`config.mk`:
```
export PLATFORM = sky130hd
export DESIGN_NAME = hpm_ram
export DESIGN_NICKNAME = d
export VERILOG_FILES = /design/src/hdl/hpm_ram.sv
export SDC_FILE = /design/constraint.sdc
export NUM_CORES = 1
export LEC_CHECK = 0
export BUFFER_PORTS_ARGS = -buffer_cell sky130_fd_sc_hd__buf_2
export CORE_MARGIN = 3
export CORE_UTILIZATION = 40
export CTS_BUF_LIST = sky130_fd_sc_hd__clkbuf_2
export DETAILED_ROUTE_END_ITERATION = 7
export GPL_ROUTABILITY_DRIVEN = 0
export PLACE_DENSITY_LB_ADDON = 0.12
export SYNTH_ARGS = -nofsm -noshare
export SYNTH_HDL_FRONTEND = slang
export SYNTH_SLANG_ARGS = --single-unit
```
`constraint.sdc`:
```
create_clock -name clk -period 2.4 [get_ports clk]
set_clock_uncertainty 0.2 [all_clocks]
set_input_delay 0.36 -clock clk [delete_from_list [all_inputs] [get_ports clk]]
set_output_delay 0.36 -clock clk [all_outputs]
set_load 0.05 [all_outputs]
```
`src/hdl/hpm_ram.sv`:
```
`default_nettype none
module hpm_ram #(
	parameter int WIDTH = 8,
	parameter int DEPTH = 16
) (
	input  wire logic                     clk,
	input  wire logic                     we,
	input  wire logic [$clog2(DEPTH)-1:0] waddr,
	input  wire logic [WIDTH-1:0]         wdata,
	input  wire logic                     re,
	input  wire logic [$clog2(DEPTH)-1:0] raddr,
	output      logic [WIDTH-1:0]         rdata
);

	logic [WIDTH-1:0] mem [DEPTH];

	always_ff @(posedge clk) begin
		if (we) mem[waddr] <= wdata;
		if (re) rdata <= mem[raddr];
	end

endmodule
`default_nettype wire

```
==> results_dict.tcl <==
set metrics [dict create \
    outcome "completed" \
    ys_warn_count 0 \
    placed_cells 441 \
    fin_cells 487 \
    syn_inst 229 \
    slowest_delay_ns 0.57 \
    r2r_setup_slack_ns 0.66 \
    antenna_cells 0 \
    initialDrtViolationCount 210 \
    gr-total-overflow 0 \
    grt_pass1_wl_um 16400 \
    io_pins 27 \
    path_cells "dlygate4sd3_1 > buf_2 > or3b_2 > nor3_1 > dlygate4sd3_1 > buf_4" \
    worstPathRequired_ns 2.59 \
    ir_drop_mv 0.194 \
    syn_nets 248 \
    ys_async_sr_fraction_pct 0 \
    worstRegToRegCells 3 \
    ff_latch_area_sq_um 4080 \
    maxCapViolCount 0 \
    tns_ns 0 \
    die_y_um 120 \
    hp-class "primary input to flip-flop" \
    cellLeakagePower_nw 2.02 \
    area_growth_pct 14.6 \
    core_sq_um 12700 \
    cts_setup_buffers 0 \
    syn-cell-area_sq_um 5230 \
    fp-row-count 41 \
    grt_antenna_before_repair 0 \
    regToRegEndpoint "rdata[4]" \
    grt_pass1_vias 2578 \
    clkTransAtPathRegs_ns 0.16 \
    fill_cells 1101 \
    ys.flop_type "edfxtp_1" \
    cts_buffer_depth 2 \
    ys_seq_area_share_pct 78.1 \
    dp.final_hpwl_um 7100 \
    routedWlPerCell_um 22.6 \
    gr-usage-all-layers_pct 16.4 \
    cts-root-buf "clkbuf_2" \
    grt_setup_unrepaired "false" \
    setup.worst_path.class "primary input to flip-flop" \
    drc 0 \
    die_x_um 120 \
    netlist.area_leader.share_pct 78.1 \
    crit_slowest_cell "dlygate4sd3_1" \
    cp.arrival_ns 2.47 \
    routed_wl_um 11000 \
    port_buffers 26 \
    critPathTopFamily "buffers and inverters" \
    ctsHoldBuffers 16 \
    power_density_nw_per_um2 662 \
    grt_max_degree 24 \
    ys_types 18 \
    syn-mean-instance-area_sq_um 22.8 \
    synth_edf_count 136 \
    fmax_mhz 438 \
    vias 2520 \
    drive_gt1_share_pct 29.2 \
    synth-seq-cells 136 \
    cts_buffers 17 \
    clock_latency_ns 0.68 \
    cts-resized-gates 0 \
    setup_viol 0 \
    endpoint_kind "flip-flop" \
    die-area_sq_um 14500 \
    cts.sinks 136 \
    hold_viol 0 \
    drv_slew 0 \
    synth_top_area_cell "edfxtp_1" \
    post-route-period-util_pct 95.1 \
    min_path_cells 5 \
    nets 323 \
    tightest_slew_ns 0.470 \
    viasPerCell 5.17 \
    crit_path_max_fanout 8 \
    fin_crit_ns 2.28 \
    holdPathEnd "rdata[0]" \
    slew_headroom_pct 68.7 \
    synthTopCellsByArea "edfxtp_1, mux4_2, mux4_1" \
    multi_input_area_sq_um 1060 \
    worstHoldStart "raddr[3]" \
    timing.critical_path.mode_cell "dlygate4sd3_1" \
    htreeDepth 4 \
    firstDrtPassIters 4 \
    initial_core_util_pct 41.1 \
    critPathLaunchType "primary input" \
    timing.critical_path.buf_inv 4 \
    r2r_start "mem[3][4]" \
    cts_tree "yes" \
    ant_nets 0 \
]
## routing by layer
metal / vias to the layer above / share of wire [%] / track usage (%)
met1: 1307 / 46 / 22.6
met4: 0 / 1.3 / 5.52
met3: 11 / 4.1 / 4.86
met2: 69 / 48 / 25.4
met5: - / 0 / 0
li1: 1133 / - / -
## worst min-delay path, cell delays in order
cell	delay [ns]
buf_2	0.11
nor2_1	0.09
buf_4	0.20
a22oi_1	0.10
nand2_1	0.06
## registers in the layout, summed over array words and instances, names as in the netlist
register  cells
rdata         8
mem         128
## metrics by stage
step / utilization (%) / area, sq um / hold WS, ns / setup WS, ns / power (mW)
2_1_floorplan: - / 5230 / 0.259 / 0.347 / 2.91
3_3_place_gp: 44.7 / 5690 / 0.533 / 0.165 / 3.04
3_5_place_dp: 44.7 / 5690 / 0.537 / 0.156 / 3.04
4_1_cts: 47.1 / 5990 / 0.0920 / 0.240 / 4.01
5_1_grt: 47.1 / 5990 / 0.0814 / 0.170 / 4.14
6_report: 47.1 / 5990 / 0.151 / 0.118 / 3.97
## layout by cell type, fill, tap and decap left out, drive strengths merged
cell type	netlist	layout
nor2	13	13
clkbuf	0	21
dlygate4sd3	0	16
a22oi	16	16
nor2b	1	1
and2b	1	1
and2	1	1
nand2b	2	2
or3b	1	1
nand3b	2	2
edfxtp	136	136
nor3	4	4
buf	7	50
nand2	9	9
nand3	1	1
clkinv	0	9
mux4	32	32
## worst max-delay path by stage
stage | startpoint | endpoint | cells after the start
after global placement | raddr[1] | rdata[6] | 5
after floorplan | waddr[2] | mem[0][0] | 2
final | waddr[2] | mem[0][4] | 6
after global routing | waddr[2] | mem[0][4] | 6
after detailed placement | raddr[1] | rdata[6] | 5
after CTS | waddr[2] | mem[0][6] | 6
## cells by family (layout without fill, tap and decap cells)
group	count (synthesis)	in the layout	share of synthesized area (%)
compound gates	16	16	2.30
mux	32	32	14.8
flops	136	136	78.1
simple gates	35	35	3.14
buf+inv	10	96	1.65
## power by group
part / switching (mW) / internal [mW] / total (mW) / leakage (nW)
clock: 0.720 / 0.247 / 0.967 / 0.106
sequential: 0.0142 / 2.67 / 2.69 / 1.24
combinational: 0.187 / 0.125 / 0.312 / 0.678
total: 0.921 / 3.04 / 3.97 / 2.02
## cell type report
cell class / count / share of cell area [%]
Tap cell: 172 / 3.59
Sequential cell: 136 / 68.1
Clock buffer: 21 / 1.75
Multi-Input combinational cell: 83 / 17.6
Clock inverter: 9 / 0.605
Timing Repair Buffer: 66 / 8.27
## Yosys cell counts, drive strengths merged, types with 2 or more instances
cell type	n
edfxtp	136
nor2	13
nor3	4
nand2	9
nand2b	2
buf	7
a22oi	16
mux4	32
nand3b	2
clkdlybuf4s25	3
Note: power is estimated with default switching activity, not from simulation.
